$ cat src/hw/rtl/rmq_pkg.sv
// Shared types and constants of the sparse-table range-minimum block.
// No dependencies; used by every module of the block.
`default_nettype none

package rmq_pkg;

	localparam int VALUE_FIELD_W = 32;
	localparam int INDEX_W       = 10;
	localparam int SPAN_W        = INDEX_W + 1;
	localparam int LEVEL_W       = 5;
	localparam int S_TDATA_W     = 56;
	localparam int M_TDATA_W     = 32;

	localparam logic CMD_LOAD  = 1'b0;
	localparam logic CMD_QUERY = 1'b1;

	typedef enum logic [1:0] {
		OP_LOAD,
		OP_QUERY,
		OP_ERROR
	} op_kind_t;

	typedef enum logic [1:0] {
		BK_RUN,
		BK_BUILD,
		BK_GAP
	} back_state_t;

	typedef struct packed {
		op_kind_t                 kind;
		logic                     store;
		logic                     restart;
		logic                     build;
		logic [VALUE_FIELD_W-1:0] value;
		logic [INDEX_W-1:0]       left;
		logic [INDEX_W-1:0]       second;
		logic [LEVEL_W-1:0]       level;
	} op_t;

	typedef struct packed {
		logic [M_TDATA_W-1:0] minimum;
		logic                 range_error;
	} result_t;

endpackage

`default_nettype wire

$ cat src/hw/rtl/rmq_front.sv
// Front end: accepts words, tracks element count and table state, classifies
// each word into a queue operation. Depends on rmq_pkg.
`default_nettype none

module rmq_front import rmq_pkg::*; #(
	parameter int MAX_ELEMENTS = 1024,
	parameter int LOG_LEVELS   = 11
) (
	input  wire                      clk,
	input  wire                      arst_n,
	input  wire                      s_axis_tvalid,
	output logic                     s_axis_tready,
	input  wire                      cmd,
	input  wire  [VALUE_FIELD_W-1:0] value,
	input  wire                      last_element,
	input  wire  [INDEX_W-1:0]       left_index,
	input  wire  [INDEX_W-1:0]       right_index,
	output logic                     push_valid,
	input  wire                      push_ready,
	output op_t                      push_op
);

	localparam int CW    = $clog2(MAX_ELEMENTS + 1);
	localparam int CMP_W = (CW > INDEX_W) ? CW : INDEX_W;

	logic [CW-1:0]      cnt_q;
	logic               ready_q;
	logic [CW-1:0]      cnt_base;
	logic               store;
	logic [SPAN_W-1:0]  span;
	logic [SPAN_W-1:0]  pw;
	logic [LEVEL_W-1:0] lead;
	logic [LEVEL_W-1:0] lvl;
	logic               bad;
	logic               accept;

	assign s_axis_tready = push_ready;
	assign push_valid    = s_axis_tvalid;
	assign accept        = s_axis_tvalid & push_ready;

	always_comb begin
		cnt_base = ready_q ? '0 : cnt_q;
		store    = cnt_base < CW'(MAX_ELEMENTS);
		span     = {1'b0, right_index} - {1'b0, left_index} + SPAN_W'(1);
		lead     = '0;
		for (int b = 0; b < SPAN_W; b++) begin
			if (span[b]) begin
				lead = LEVEL_W'(b);
			end
		end
		lvl = lead;
		if (lead > LEVEL_W'(LOG_LEVELS - 1)) begin
			lvl = LEVEL_W'(LOG_LEVELS - 1);
		end
		pw  = SPAN_W'(1) << lvl;
		bad = !ready_q || (left_index > right_index) ||
			(CMP_W'(right_index) >= CMP_W'(cnt_q));

		push_op.kind    = (cmd == CMD_QUERY) ? (bad ? OP_ERROR : OP_QUERY) : OP_LOAD;
		push_op.store   = store;
		push_op.restart = ready_q;
		push_op.build   = last_element;
		push_op.value   = value;
		push_op.left    = left_index;
		push_op.second  = INDEX_W'({1'b0, right_index} + SPAN_W'(1) - pw);
		push_op.level   = lvl;
	end

	always_ff @(posedge clk or negedge arst_n) begin
		if (!arst_n) begin
			cnt_q   <= '0;
			ready_q <= 1'b0;
		end else if (accept && cmd == CMD_LOAD) begin
			cnt_q   <= cnt_base + CW'(store);
			ready_q <= last_element;
		end
	end

endmodule

`default_nettype wire

$ cat config.mk
export PLATFORM = sky130hd
export DESIGN_NAME = rmq_front
export DESIGN_NICKNAME = d
export VERILOG_FILES = /design/src/hw/rtl/rmq_pkg.sv /design/src/hw/rtl/rmq_front.sv
export SDC_FILE = /design/constraint.sdc
export NUM_CORES = 1
export LEC_CHECK = 0
export ABC_AREA = 1
export BUFFER_PORTS_ARGS = -buffer_cell sky130_fd_sc_hd__buf_4
export CAP_MARGIN = 20
export CORE_ASPECT_RATIO = 1.4
export CORE_MARGIN = 4
export CORE_UTILIZATION = 25
export DETAILED_ROUTE_END_ITERATION = 8
export SETUP_SLACK_MARGIN = 0.2
export SYNTH_ARGS = -nofsm -noshare
export SYNTH_HDL_FRONTEND = slang
export SYNTH_SLANG_ARGS = --single-unit
export TNS_END_PERCENT = 30
$ cat constraint.sdc
create_clock -name clk -period 5.1 [get_ports clk]
set_clock_uncertainty 0.05 [all_clocks]
set_input_delay 0.51 -clock clk [delete_from_list [all_inputs] [get_ports clk]]
set_output_delay 0.51 -clock clk [all_outputs]
set_load 0.01 [all_outputs]
# After elaboration in Yosys (flattened, before gate mapping)
# Cells that the tools add are included.
# W data, S select, Z words.
# totals
regBits,12
latchBits,0
ram_bits,0
mem_bits_ro,0
in_bits,58
output_inout_bits,64
elab_cells,32
n_memories,0
# op_classes
n_addsub,5
mul,0
div_mod_pow,0
magnitude_cmp,4
n_eq_ne,0
shifts,1
n_mux,14
bitwise,2
n_reduce_logical,4
# ops
operator,count
$mux W5,8
$add A11 B1 Y11,1
$add A11 B1 Y11 const B,1
$ge A10 B11 Y1,1
$lt A11 B11 Y1 const B,1
$mux W11,1
$sub A10 B10 Y11,1
$add A10 B1 Y10 const B,1
$gt A10 B10 Y1,1
$shl A1 B5 Y10 const A,1
$sub A10 B10 Y10,1
$mux W2,4
$gt A5 B4 Y1 const B,1
$logic_or A1 B1 Y1,2
$and A1 B1 Y1,1
$logic_and A1 B1 Y1,1
$logic_not A1 Y1,1
$mux W1,1
$not A1 Y1,1

# Longest topological paths before layout
# logic_depth
ltp_word,16
mapped_depth,27
mapped_depth_nobuf,27

# Least setup slack after synthesis
# No wires, ideal clock.
# synth_path
kind,input to output
from,input port right_index[1]
to,output port push_op[14] (netlist name)
arrival_time_ns,4.066
required_time_ns,4.540
setup_slack_ns,0.474
path_stages,26
n_path_buf,0
path_cell_list,inv_1 ha_1 inv_1 ha_1 fa_1 nand2_2 nand2_2 nand2_2 nand2_1 nand2_2 nand2_4 nor2_8 nand2_8 nor2_8 inv_2 nor2_2 ha_1 inv_1 ha_1 inv_1 fa_1 o21ai_1 nand4_1 nand2_1 xor2_1 xor2_1
# synth_rtl
element,line_no,rtl
"start, declared",rmq_front.sv:17,"input wire [INDEX_W-1:0] right_index,"
"end, declared",rmq_front.sv:20,output op_t push_op

==> results.py <==
metrics = {
    "logic_synthesis": {
        "synth-edff-count": 0,
        "syn-num-nets": 565,
        "ys_seq_area_share_pct": 9.97,
        "synth-async-reset-ratio_pct": 100,
        "yosys.cell_types.count": 35,
        "synth-seq-cells": 12,
        "syn_area_per_cell_um2": 6.74,
        "postSynthCellCount": 447,
        "yosysWarnings": 0,
        "syn_area_mm2": 0.00301,
        "ys.flop_type": "dfrtp_1",
    },
    "drt": {
        "vias": 2727,
        "routed_wirelength_mm": 7.67,
        "firstDrtPassIters": 4,
        "ant_nets": 0,
        "wl_per_cell_um": 12.6,
        "drc": 0,
        "drt_iter0_drc": 49,
        "viasPerCell": 4.47,
    },
    "clock_tree": {
        "clk_path_buf_depth": 2,
        "cts_tree": "built",
        "cts_made_buffers": 3,
        "clk_pin_slew_worst_paths_ps": 40,
        "cts_root_buf": "clkbuf_16",
        "insertion_delay_ps": 240,
        "htreeDepth": 1,
        "cts_sinks": 12,
    },
    "pwr": {
        "p_sw_w": 0.000360,
        "ir_drop_mv": 0.148,
        "power.share.clock_pct": 17.5,
        "seq_power_share_pct": 15.7,
        "power_w": 0.000799,
        "powerDensity_mw_per_mm2": 227,
        "p_int_w": 0.000439,
        "pwr-share-comb_pct": 66.8,
        "p_leak_nw": 1.89,
        "p_sw_share_pct": 45.0,
    },
    "floorplan": {
        "die_y_um": 138,
        "initial_core_util_pct": 25.5,
        "coreArea_mm2": 0.0118,
        "die_area_mm2": 0.0139,
        "fp.dieW_um": 101,
        "ioPinCount": 122,
        "fp-row-count": 47,
    },
    "finish": {
        "fin_area_mm2": 0.00353,
        "n_antenna_cell": 0,
        "finalCoreUtilization_pct": 29.8,
        "final_common_cell": "nand2_1",
        "mostFrequentLayoutCells": "92 x nand2_1, 73 x inv_1, 61 x buf_4",
        "syn2layout_area_growth_pct": 17.0,
        "final_net_count": 583,
        "drive_gt1_share_pct": 26.3,
    },
    "worst_setup_path": {
        "cp.arrival_ps": 4140,
        "path_common_cell": "nand2_2",
        "cp-start-kind": "primary input",
        "path_max_fanout": 5,
        "required_ps": 4540,
        "critPathSlowestCell": "fa_2",
        "critPathKind": "primary input to primary output",
        "slowest_delay_ps": 400,
        "crit_path_end_kind": "primary output",
    },
    "sta": {
        "finalHoldViolCount": 0,
        "setup_slack_ps": 397,
        "timing.final.max_slew_violations": 0,
        "rsz0062_at_grt": "yes",
        "fin_tns_setup_ps": 0,
        "finalSetupViolations": 0,
        "fmax_mhz": 213,
        "min_period_ps": 4700,
        "min_period_over_period_pct": 92.2,
    },
    "placed_design": {
        "place.gp.congestion": 0.894,
        "place_ws_ps": 117,
        "io_buffers": 56,
        "place_area_mm2": 0.00326,
        "dp_hpwl_mm": 6.54,
    },
    "global_routing": {
        "grt_overflow": 0,
        "antenna_found_initial": 0,
        "grt_max_degree": 13,
        "grt_pass1_vias": 2776,
        "grt_pass1_wl_mm": 12.0,
        "grt_usage_pct": 10.6,
    },
    "outcome": {
        "outcome": "finished clean",
    },
    "hold_path": {
        "hold_path.class": "primary input to asynchronous set/reset pin",
    },
    "run": {
        "maxCapViolCount": 0,
    },
}
[per-stage QoR]
stage	hold WS, ps	instances
floorplan	164	447
global placement	312	602
detailed placement	314	602
CTS	65.7	605
global route	68.5	610
finish	60.2	610
[metal layers]
metal  vias up  wire length, um  global-route usage [%]
li1       1404                -                       -
met3        24              360                    1.56
met4         0              192                    3.97
met5         -                0                       0
met2        65             4190                    21.3
met1      1234             2930                    10.6
[cell type report]
type / instances / area, um2
clock buffers: 3 / 75.1
fillers: 1278 / 8290
inverters: 86 / 335
multi-input cells: 299 / 2140
flip-flops and latches: 12 / 300
well taps: 147 / 184
repair buffers: 63 / 488
[Yosys cell counts, types with 2 or more instances]
cell type	number	area (um2)
xor2_1	11	96.3
nand3_1	33	165
nand2_1	94	353
nand2_4	3	33.8
fa_1	2	40.0
nand2_2	11	68.8
o21ai_0	12	60.1
nand4_1	10	62.6
inv_1	76	285
buf_4	48	360
xnor2_1	4	35.0
dfrtp_1	12	300
nor2_8	2	40.0
nand3_2	3	30.0
inv_2	9	33.8
nor3_1	4	20.0
o211ai_1	2	15.0
ha_1	58	726
a21oi_1	15	75.1
nor2_1	20	75.1
nor2_2	3	18.8
o21ai_1	2	10.0
[power by group through the flow]
stage                     Sequential (W)  Combinational [W]  Clock (W)
final                           0.000125           0.000534   0.000140
after global routing            0.000128           0.000601   0.000146
after CTS                       0.000125           0.000509   0.000140
after detailed placement        0.000127           0.000504          0
after global placement          0.000126           0.000494          0
after floorplan                 0.000120           0.000376          0
[critical path, delay by kind of cell]
kind | cells | cell delay, ps
adders and majority gates | 6 | 1670
and+or+nand+nor | 11 | 890
xor gates and xnor gates | 2 | 340
buffers and inverters | 7 | 590
AOI/OAI and AO/OA | 1 | 150
[repair_timing]
item                       in CTS  in global routing
pin swaps                       0                 17
hold buffers                    0                  0
setup endpoints to repair       2                  3
setup buffers                   0                  5
gates resized for setup         3                 29
[path summary, 6_finish.rpt]
kind                                       from                     to  slack (ps)  cells after the start
max                               left_index[1]            push_op[14]         400                     27
min                                      arst_n   cnt_q[7]$_DFFE_PN0P_          60                      1
max reg2reg                 ready_q$_DFFE_PN0P_  cnt_q[10]$_DFFE_PN0P_        2900                     11
min reg2reg                cnt_q[4]$_DFFE_PN0P_   cnt_q[4]$_DFFE_PN0P_         510                      2
max in group asynchronous                arst_n   cnt_q[3]$_DFFE_PN0P_        4780                      1
min in group clk                   last_element    ready_q$_DFFE_PN0P_         460                      3
[cells by family after synthesis]
| kind of cell | after synthesis | synth area share, % |
|---|---|---|
| compound gates | 36 | 6.56 |
| xor+xnor | 15 | 4.36 |
| fa+ha+maj | 60 | 25.4 |
| buf+inv | 136 | 23.1 |
| flops | 12 | 9.97 |
| other cells | 1 | 0.124 |
| simple gates | 187 | 30.4 |
[sequential cells by signal, indices dropped and copies added, names as in the netlist]
signal	flops
cnt_q	11
ready_q	1
(Power assumes the default switching activity.)
