## config.mk

```make
export PLATFORM = sky130hd
export DESIGN_NAME = rmq_op_queue
export DESIGN_NICKNAME = d
export VERILOG_FILES = /design/src/hw/rtl/rmq_pkg.sv /design/src/hw/rtl/rmq_op_queue.sv
export SDC_FILE = /design/constraint.sdc
export NUM_CORES = 1
export LEC_CHECK = 0
export ABC_AREA = 1
export CAP_MARGIN = 10
export CORE_MARGIN = 10
export CORE_UTILIZATION = 35
export CTS_CLUSTER_DIAMETER = 80
export DETAILED_ROUTE_END_ITERATION = 8
export DONT_BUFFER_PORTS = 1
export GPL_TIMING_DRIVEN = 0
export SLEW_MARGIN = 20
export SYNTH_ARGS = -nofsm -noshare
export SYNTH_HDL_FRONTEND = slang
export SYNTH_SLANG_ARGS = --single-unit
```

## constraint.sdc

```tcl
create_clock -name clk -period 6.15 [get_ports clk]
set_input_delay 0.9225 -clock clk [delete_from_list [all_inputs] [get_ports clk]]
set_output_delay 0.9225 -clock clk [all_outputs]
set_load 0.05 [all_outputs]
```

## src/hw/rtl/rmq_pkg.sv

```systemverilog
// Shared types and constants of the sparse-table range-minimum block.
// No dependencies; used by every module of the block.
`default_nettype none

package rmq_pkg;

	localparam int VALUE_FIELD_W = 32;
	localparam int INDEX_W       = 10;
	localparam int SPAN_W        = INDEX_W + 1;
	localparam int LEVEL_W       = 5;
	localparam int S_TDATA_W     = 56;
	localparam int M_TDATA_W     = 32;

	localparam logic CMD_LOAD  = 1'b0;
	localparam logic CMD_QUERY = 1'b1;

	typedef enum logic [1:0] {
		OP_LOAD,
		OP_QUERY,
		OP_ERROR
	} op_kind_t;

	typedef enum logic [1:0] {
		BK_RUN,
		BK_BUILD,
		BK_GAP
	} back_state_t;

	typedef struct packed {
		op_kind_t                 kind;
		logic                     store;
		logic                     restart;
		logic                     build;
		logic [VALUE_FIELD_W-1:0] value;
		logic [INDEX_W-1:0]       left;
		logic [INDEX_W-1:0]       second;
		logic [LEVEL_W-1:0]       level;
	} op_t;

	typedef struct packed {
		logic [M_TDATA_W-1:0] minimum;
		logic                 range_error;
	} result_t;

endpackage

`default_nettype wire

```

## src/hw/rtl/rmq_op_queue.sv

```systemverilog
// Short operation queue between the front end and the table engine.
// Depends on rmq_pkg for the operation type.
`default_nettype none

module rmq_op_queue import rmq_pkg::*; #(
	parameter int DEPTH = 4
) (
	input  wire                         clk,
	input  wire                         arst_n,
	input  wire                         push_valid,
	output logic                        push_ready,
	input  wire op_t                    push_op,
	output logic                        pop_valid,
	input  wire                         pop,
	output op_t                         pop_op,
	output logic [$clog2(DEPTH+1)-1:0]  level
);

	localparam int PW = $clog2(DEPTH);
	localparam int LW = $clog2(DEPTH + 1);

	op_t           entry_q [DEPTH];
	logic [PW-1:0] wr_ptr_q;
	logic [PW-1:0] rd_ptr_q;
	logic [LW-1:0] level_q;
	logic          do_push;
	logic          do_pop;

	assign push_ready = level_q != LW'(DEPTH);
	assign pop_valid  = level_q != '0;
	assign pop_op     = entry_q[rd_ptr_q];
	assign level      = level_q;
	assign do_push    = push_valid & push_ready;
	assign do_pop     = pop & pop_valid;

	always_ff @(posedge clk) begin
		if (do_push) begin
			entry_q[wr_ptr_q] <= push_op;
		end
	end

	always_ff @(posedge clk or negedge arst_n) begin
		if (!arst_n) begin
			wr_ptr_q <= '0;
			rd_ptr_q <= '0;
			level_q  <= '0;
		end else begin
			if (do_push) begin
				wr_ptr_q <= (wr_ptr_q == PW'(DEPTH - 1)) ? '0 : wr_ptr_q + PW'(1);
			end
			if (do_pop) begin
				rd_ptr_q <= (rd_ptr_q == PW'(DEPTH - 1)) ? '0 : rd_ptr_q + PW'(1);
			end
			level_q <= level_q + LW'(do_push) - LW'(do_pop);
		end
	end

endmodule

`default_nettype wire

```

## After elaboration in Yosys (flattened, before gate mapping)

Memory sizes are Yosys's and may differ from the RTL's.
Cells that the tools add are included.

- Memories: 1
- Register bits: 7
- Bits in writable memories: 248
- Latch bits: 0
- Bits in read-only memories: 0

Memory list:

| name | words | width | rd ports | clocked after Yosys merged registers in | write ports | RTL line | text |
|---|---|---|---|---|---|---|---|
| entry_q | 4 | 62 | 1 | 0 | 1 | rmq_op_queue.sv:22 | `op_t entry_q [DEPTH];` |

- Reduce and logical (&&, ||, !) cells: 1
- Shift-type cells: 0
- Muxes and demuxes: 4
- Multipliers: 0
- Bitwise operators: 2
- Divide/modulo/power cells: 0
- Eq/ne operators: 3
- Add/subtract/negate cells: 4
- $lt $le $gt $ge: 0

Operator list:

| operator | number |
|---|---|
| 2-bit by 1-bit adder with 2-bit output, second input constant | 2 |
| 2-bit equality test, second input constant | 2 |
| 2-bit 2-to-1 mux | 2 |
| 3-bit by 1-bit adder with 3-bit output | 1 |
| 3-bit inequality test, second input constant | 1 |
| 3-bit nonzero test | 1 |
| 3-bit by 1-bit subtractor with 3-bit output | 1 |
| 1-bit AND | 2 |
| 1-bit 2-to-1 mux | 2 |

## Logic depth before layout (Yosys ltp)

Gate-level depths: netlist of the first run.

- Word-level depth: 4
- Mapped depth: 12

## Worst setup path before layout of the first run

No wires, ideal clock.

- Path kind: register to register
- Start point: register level_q[1], in the netlist level[1]
- End point: memory entry_q[0][0] (netlist bit) (enable)
- Setup slack: 1.546 ns
- Arrival time: 4.121 ns
- Buffers on the path: 0
- Cell stages (with the launch flop): 5
- Path through: dfrtp_1 -> nor2_1 -> nand2_1 -> nand2_1 -> nor2_1

- Cells in the longest elaborated chain, start to end: 4

Ends and longest elaborated chain:

| item | RTL line | text |
|---|---|---|
| start: declaration | rmq_op_queue.sv:25 | `logic [LW-1:0] level_q;` |
| start signal: assignment | rmq_op_queue.sv:54 | `level_q <= level_q + LW'(do_push) - LW'(do_pop);` |
| 3-bit inequality test | rmq_op_queue.sv:29 | `assign push_ready = level_q != LW'(DEPTH);` |
| net push_ready | rmq_op_queue.sv:11 | `output logic push_ready,` |
| 1-bit AND | rmq_op_queue.sv:33 | `assign do_push = push_valid & push_ready;` |
| 1-bit 2-to-1 mux | rmq_op_queue.sv:37 | `if (do_push) begin` |
| 1-bit 2-to-1 mux (not written as such) | rmq_op_queue.sv:38 | `entry_q[wr_ptr_q] <= push_op;` |
| end: declaration | rmq_op_queue.sv:22 |  |

The timed path passes the listed nets, and every way through them passes these cells.

==> summary.md, run 1 <==
| Metric | Value |
|---|---|
| Required time of the critical path | `5230 ps` |
| Worst-path clk slew | `roughly 60 ps` |
| First-pass GRT wire length | `36.5 mm` |
| Post-cts gate resize count | `0` |
| Total GRT Usage | `between 10% and 20%` |
| Placer congestion estimate | `~0.69` |
| CP Class | `reg2out` |
| Die ar. | `around 37000 um^2` |
| Hold Buf Count CTS | `0` |
| Final ANT Viol Nets | `0` |
| # rows | `63` |
| Clock skew | `around 7.9 ps` |
| Syn avg cell area | `~13 um^2` |
| Setup Buffers After CTS | `0` |
| Largest net degree at the start of global routing | `23` |
| Max Cap Violations | `0` |
| VDD IR-drop max | `0.000378 V` |
| Initial drt markers | `290` |
| Crit path cell chain | `buf_2, inv_2, buf_6, o211ai_1, nand2_1` |
| Period utilisation layout | `between 50% and 60%` |
| Drt total wl | `~24 mm` |
| Post-DP HPWL | `16.3 mm` |
| Core box area | `approximately 30000 um^2` |
| Number of global-route vias before repair | `5928` |
| Dpl cells | `around 1200` |
| Overall Power | `around 7.0 mW` |
| I/O pin total | `approximately 130` |
| Final Setup Violations | `0` |
| Insertion delay to the later sink of the worst-skew pair | `~530 ps` |
| #FFs+latches synth | `255` |
| R2R cell count | `6` |
| Starting Density | `a little over a third` |
| # nets final | `about 900` |
| Post-synthesis cell type count | `15` |
| Maximum root-to-sink buffer count | `3` |
| RSZ-0062 raised after global routing | `no` |
| Post-Synthesis Cells | `approximately 800` |
| 1st-pass router iterations | `4` |
| Final Hold Vio Count | `0` |
| Antenna violations before repair | `0` |
| Clk sink count | `255` |
| Max-slew violations | `0` |
| CTS buffer count | `28` |
| Worst setup SP type | `flip-flop` |
| CP Capture Type | `output port` |
| Status | `complete, no violations` |
| Synth Warn # | `0` |
| Worst Path Arrival | `approximately 2200 ps` |
| Root Driver | `clkbuf_16` |
| TritonCTS clock tree | `built` |
| Mapped Area | `10400 um^2` |
| Fill count | `between 2000 and 3000` |
| Hold Path Class | `in2async` |
| Worst Max-Slew Pin Slew | `between 600 and 700 ps` |
| Slowest cell delay on critical path | `between 300 and 400 ps` |
| Mapped Nets | `between 800 and 900` |
| Final Non-Filler Cells | `1231` |
| Die W | `a little under 200 um` |
| Post-synthesis sequential area ratio | `about three quarters` |
| P&R area growth vs syn | `16.3%` |
| Die Ht | `just under 200 um` |
| Max_slew headroom | `about three fifths` |
| Critical path peak fanout | `10` |
| Max Freq | `320 MHz` |
| DR vias | `just under 6000` |
| Area after DPL | `approximately 11000 um^2` |
| DRC viols | `0` |
| Slowest-stage cell, CP | `nand2_1` |
| WL/cell | `a little under 20 um` |
| Cell area after layout | `12100 um^2` |
| Clock H-tree levels | `1` |
| Drt via density | `~4.7` |
| Power per cell area | `580 nW/um^2` |
| Diode count | `0` |
| Congestion Overflow GR | `0` |
| Port-buffer cells | `0` |
| Lkg Pwr | `roughly 4.6 nW` |
| Share of layout cells above drive strength 1 | `between 10% and 20%` |
| Clock period minus worst slack | `about 3100 ps` |
cell type report:
cell class / instances / area, um^2 / area share [%]
Buffer: 41 / 387 / 3.19
Clock inverter: 13 / 135 / 1.12
Inverter: 138 / 518 / 4.28
Timing Repair Buffer: 12 / 293 / 2.42
Tap cell: 390 / 488 / 4.03
Multi-Input combinational cell: 347 / 1920 / 15.8
Clock buffer: 35 / 748 / 6.18
Sequential cell: 255 / 7620 / 63.0
sequential cells by signal, indices dropped and copies added, names as in the netlist:
signal / count
entry_q: 248
level: 3
rd_ptr_q: 2
wr_ptr_q: 2
worst max-delay path: cells and delay by family (launching register included):
family	cells	cell delay (ps)
AOI/OAI and AO/OA	1	120
buffers and inverters	3	760
DFF	1	370
and+or+nand+nor	1	390
metrics by stage:
stage | hold WS, ps | setup TNS [ps] | worst slack [ps] | util, %
2_1_floorplan | 492 | 0 | 1550 | -
3_3_place_gp | 520 | -244450 | -1130 | 37.0
3_5_place_dp | 531 | 0 | 3030 | 38.1
4_1_cts | 57.4 | 0 | 2920 | 41.1
5_1_grt | 53.3 | 0 | 2870 | 41.1
6_report | 86.1 | 0 | 3030 | 41.1
final timing paths:
path / from / endpoint / slack (ps)
hold / removal: arst_n / level[0] / 90
setup / recovery: rd_ptr_q[1] / pop_op[6] / 3030
min in group clk: push_op[57] / entry_q[1][57] / 480
hold reg to reg: wr_ptr_q[1] / wr_ptr_q[1] / 540
max in group asynchronous: arst_n / level[1] / 5990
setup reg to reg: level[1] / entry_q[2][33] / 3080
report_power, final:
part	total, mW	switching (mW)	internal, mW
clock	1.61	0.637	0.977
combinational	3.01	2.35	0.655
sequential	2.40	0.123	2.28
total	7.02	3.11	3.91
layer usage:
layer  global-route usage (%)  share of wire (%)
met3                     3.79                8.0
met5                        0                  0
met1                     15.7                 40
met2                     22.3                 50
met4                     3.07                1.6
logic make-up after synthesis:
| family | after synthesis | synth area share [%] |
|---|---|---|
| buffers and inverters | 179 | 8.69 |
| AO/OA/AOI/OAI | 124 | 9.28 |
| AND/OR/NAND/NOR | 215 | 7.81 |
| adder cells (fa/ha/maj) | 8 | 1.03 |
| flip-flops | 255 | 73.2 |
cells in the final DEF, fill, tap and decap left out, types with 7 or more instances in the layout:
master / instances
edfxtp_1: 248
nand2_1: 203
inv_1: 137
o211ai_1: 117
clkbuf_16: 29
buf_6: 27
buf_2: 12
o211ai_2: 7
ha_1: 7
clkinv_1: 7
dfrtp_1: 7
buf_16: 7
cells in the mapped netlist:
library cell	n	area share (%)
o211ai_1	117	8.4
buf_2	12	0.58
dfrtp_1	7	1.7
inv_2	1	0.036
ha_1	7	0.84
o211ai_2	7	0.84
nor2_1	7	0.25
buf_4	1	0.072
edfxtp_1	248	72
buf_6	27	2.9
fa_1	1	0.19
nand3_1	5	0.24
buf_8	1	0.14
inv_1	137	4.9
nand2_1	203	7.3
(Power assumes the default switching activity.)
==> inputs of run 2 (changes only) <==
--- a/config.mk
+++ b/config.mk
@@ -5,7 +5,7 @@
 export SDC_FILE = /design/constraint.sdc
 export NUM_CORES = 1
 export LEC_CHECK = 0
-export ABC_AREA = 1
+export ABC_AREA = 0
 export CAP_MARGIN = 10
 export CORE_MARGIN = 10
 export CORE_UTILIZATION = 35
==> constraint.sdc (replaced) <==
create_clock -name clk -period 3.11 [get_ports clk]
set_input_delay 0.4665 -clock clk [delete_from_list [all_inputs] [get_ports clk]]
set_output_delay 0.4665 -clock clk [all_outputs]
set_load 0.05 [all_outputs]
==> run 2 against run 1 <==
  * Routed wire length fell by 25%
  * Sequential share of layout area rose by 5.4 points
  * Register-to-register slack worse by 2900 ps
  * Flip-flop and latch count unchanged
  * Critical path type is now reg2reg
  * Combinational power increased by 51%
  * Total power rose by 79%
  * Non-clock buffer count unchanged
  * Sequential power is 99% higher
  * Setup slack lost 2900 ps
  * Core utilization rose by 1.5 points
==> summary.md, run 2 <==
| Metric | Value |
|---|---|
| Post-synthesis sequential area ratio | `81.3% (+8.2 points)` |
| VDD IR-drop max | `0.000711 V (+88%)` |
| Maximum root-to-sink buffer count | `3 (unchanged)` |
| Antenna violations before repair | `0 (unchanged)` |
| Worst path most repeated cell | `inv_1` |
| Clock skew | `17.4 ps (+9.52 ps)` |
| Crit path buffers/inverters | `3 (unchanged)` |
| #FFs+latches synth | `255 (unchanged)` |
| Synth Warn # | `0 (unchanged)` |
| Power per cell area | `1130 nW/um^2 (+94%)` |
| Cell area after layout | `11100 um^2 (-7.9%)` |
| Async set-reset flop share out of synthesis | `2.75% (unchanged)` |
| Setup TNS Final | `0 ps (unchanged)` |
| Drt total wl | `18.2 mm (-25%)` |
| Max reg flops | `248 (unchanged)` |
| Worst-path clk slew | `60 ps (about the same)` |
| Root Driver | `clkbuf_16` |
| Mapped Area | `9370 um^2 (-10%)` |
| Starting Density | `35.8% (+0.43 points)` |
| Register with the most flip-flops | `entry_q` |
| Fill count | `2213 (-18%)` |
| Lkg Pwr | `3.56 nW (-23%)` |
| Worst Path Arrival | `3350 ps (+1150 ps)` |
| Die ar. | `33700 um^2 (-9.0%)` |
| Share of layout cells above drive strength 1 | `28.5% (+17 points)` |
| Final ANT Viol Nets | `0 (unchanged)` |
| Die Ht | `184 um (-4.6%)` |
| Status | `complete, no violations` |
| Core box area | `26200 um^2 (-11%)` |
| CP Class | `reg2reg` |
| Setup Buffers After CTS | `0 (unchanged)` |
| Post-cts gate resize count | `0 (unchanged)` |
| Post-synthesis cell type count | `19 (+4)` |
| CTS buffer count | `26 (-7.1%)` |
| Worst setup SP type | `flip-flop` |
| Yosys top cell area share | `79.5% (+8.0 points)` |
| RSZ-0062 raised after global routing | `no` |
| Internal power | `7.68 mW (+96%)` |
| Worst Max-Slew Pin Slew | `700 ps (+80.9 ps)` |
| Largest area contributor in the netlist | `edfxtp_1` |
| TritonCTS clock tree | `built` |
| DRC viols | `0 (unchanged)` |
| Synth area leaders | `edfxtp_1 79%, mux4_2 15%, dfrtp_1 1.9%` |
| P&R area growth vs syn | `19.0%` |
| Flop pwr share | `38.1% (+3.9 points)` |
| Switching Share | `38.8% (-5.5 points)` |
| Area after DPL | `9900 um^2 (-12%)` |
| Post-synth EDFFs | `248 (unchanged)` |
| Max Freq | `337 MHz` |
| Placer congestion estimate | `0.660 (-4.3%)` |
| Crit path cell chain | `or3_2, nand2_1, inv_1, ha_1, inv_1, ha_1, inv_1, fa_1, xnor2_1, xnor2_1` |
| Hold Path Class | `in2reg` |
| Port-buffer cells | `0 (unchanged)` |
| Syn avg cell area | `25.9 um^2 (+94%)` |
| I/O pin total | `133 (unchanged)` |
| Max Cap Violations | `0 (unchanged)` |
| Clock H-tree levels | `1 (unchanged)` |
| WL/cell | `23.2 um (+18%)` |
| Period utilisation layout | `approximately 95%` |
| Max_slew headroom | `53.3% (-5.4 points)` |
| Net Switching | `4.87 mW (+56%)` |
| Worst path top cell family by delay | `simple AND/OR/NAND/NOR gates` |
| Critical path peak fanout | `5 (-5)` |
| Comb power frac | `36.4% (-6.4 points)` |
| # nets final | `503 (-44%)` |
| Post-synth top flop | `edfxtp_1` |
| Commonest non-fill, non-tap cell in the layout | `edfxtp_1` |
| Clock period minus worst slack | `2970 ps` |
| Final Setup Violations | `0 (unchanged)` |
| Post-Synthesis Cells | `362 (-54%)` |
| Required time of the critical path | `3500 ps (-1730 ps)` |
| Commonest cells post-synth | `248 x edfxtp_1, 62 x mux4_2, 7 x dfrtp_1, 7 x ha_1, 7 x inv_1` |
| CP Capture Type | `flip-flop` |
| Initial drt markers | `221 (-24%)` |
| Insertion delay to the later sink of the worst-skew pair | `530 ps (about the same)` |
| Clk pwr share | `25.5% (+2.5 points)` |
| Count leader, synth | `edfxtp_1` |
| Post-DP HPWL | `11.4 mm (-30%)` |
| First-pass GRT wire length | `27.5 mm (-25%)` |
| Slowest cell delay on critical path | `730 ps (+340 ps)` |
| Number of global-route vias before repair | `4398 (-26%)` |
| Diode count | `0 (unchanged)` |
| Drt via density | `4.98 (+5.2%)` |
| Total GRT Usage | `10.6% (-2.3 points)` |
| # rows | `59 (-6.3%)` |
| Final Hold Vio Count | `0 (unchanged)` |
| Max-slew violations | `0 (unchanged)` |
| Congestion Overflow GR | `0 (unchanged)` |
| 1st-pass router iterations | `4 (unchanged)` |
| DR vias | `3901 (-33%)` |
| Most frequent cells in the layout | `248 x edfxtp_1, 62 x mux4_2, 35 x dlygate4sd3_1` |
| Largest net degree at the start of global routing | `40 (+74%)` |
| Clk sink count | `255 (unchanged)` |
| Die W | `184 um (-4.6%)` |
| Mapped Nets | `436 (-49%)` |
| Slowest-stage cell, CP | `or3_2` |
[run 2: cell types whose count changed after synthesis, sizes merged, moves of 2 or more]
| cell | before | now |
|---|---|---|
| and3 | 0 | 4 |
| buf | 41 | 12 |
| clkbuf | 0 | 2 |
| inv | 138 | 7 |
| mux2 | 0 | 4 |
| mux4 | 0 | 62 |
| nand2 | 203 | 1 |
| nand3 | 5 | 0 |
| nor2 | 7 | 2 |
| o211ai | 124 | 0 |
| xnor2 | 0 | 2 |
[run 2: through the flow]
step	hold slack [ps]	utilization, %	power, mW	setup WS (ps)	cells
6_report	40.8	42.5	12.5	142	784
5_1_grt	8.36	42.5	13.1	4.82	784
4_1_cts	0.0437	42.5	12.8	149	784
3_5_place_dp	171	37.8	9.50	158	701
3_3_place_gp	171	37.4	9.35	73.8	697
2_1_floorplan	171	-	8.62	338	362
[run 2: layout make-up]
cell class	instances	area, um^2	area share, %
sequential	255	7620	68.4
multi-input combinational	86	1660	14.9
clock buffer	30	687	6.16
timing repair buffer	39	445	4.00
tap	335	419	3.76
clock inverter	18	211	1.90
buffer	14	78.8	0.707
inverter	7	26.3	0.236
[run 2: cell families (layout without fill, tap and decap cells)]
family	Yosys count	after routing	synth area share, %
xor+xnor	2	2	0.187
fa+ha+maj	8	8	1.15
buf+inv	21	108	1.12
flops	255	255	81.3
mux	66	66	15.5
simple gates	10	10	0.734
[run 2: worst register-to-register path, delay by kind of cell, from the launching register on]
family        cells  cell delay, ps
simple gates      2             960
buf+inv           3             180
flops             1             620
fa+ha+maj         3             770
xor+xnor          2             300
[run 2: worst paths after layout]
path,start,endpoint,slack [ps],cells past startpoint
worst max register to register,level[1],level[2],140,10
min in group asynchronous,arst_n,wr_ptr_q[1],270,1
worst min-delay path,push_op[13],entry_q[2][13],40,0
max in group asynchronous,arst_n,level[0],2580,1
worst min register to register,wr_ptr_q[1],wr_ptr_q[1],600,1
worst max-delay path,level[1],level[2],140,10
[run 2: what timing repair did]
action / in CTS / in global routing
endpoints found under the hold margin: 129 / 0
hold buffers: 35 / 0
endpoints found under the setup margin: 0 / 0
[run 2: power groups by stage]
stage	registers [mW]	clock network, mW	logic (mW)
after detailed placement	4.86	0	4.64
after global routing	4.84	3.44	4.81
final	4.78	3.20	4.56
after global placement	4.85	0	4.50
after floorplan	4.80	0	3.81
after CTS	4.79	3.30	4.71
[run 2: layer usage]
| layer | wire (um) | up-vias | GRT usage, % | share of wire, % |
|---|---|---|---|---|
| li1 | - | 1683 | - | - |
| met1 | 7090 | 2069 | 12.2 | 39 |
| met2 | 9240 | 118 | 18.2 | 51 |
| met3 | 1520 | 31 | 4.17 | 8.4 |
| met4 | 340 | 0 | 2.85 | 1.9 |
| met5 | 0 | - | 0 | 0 |
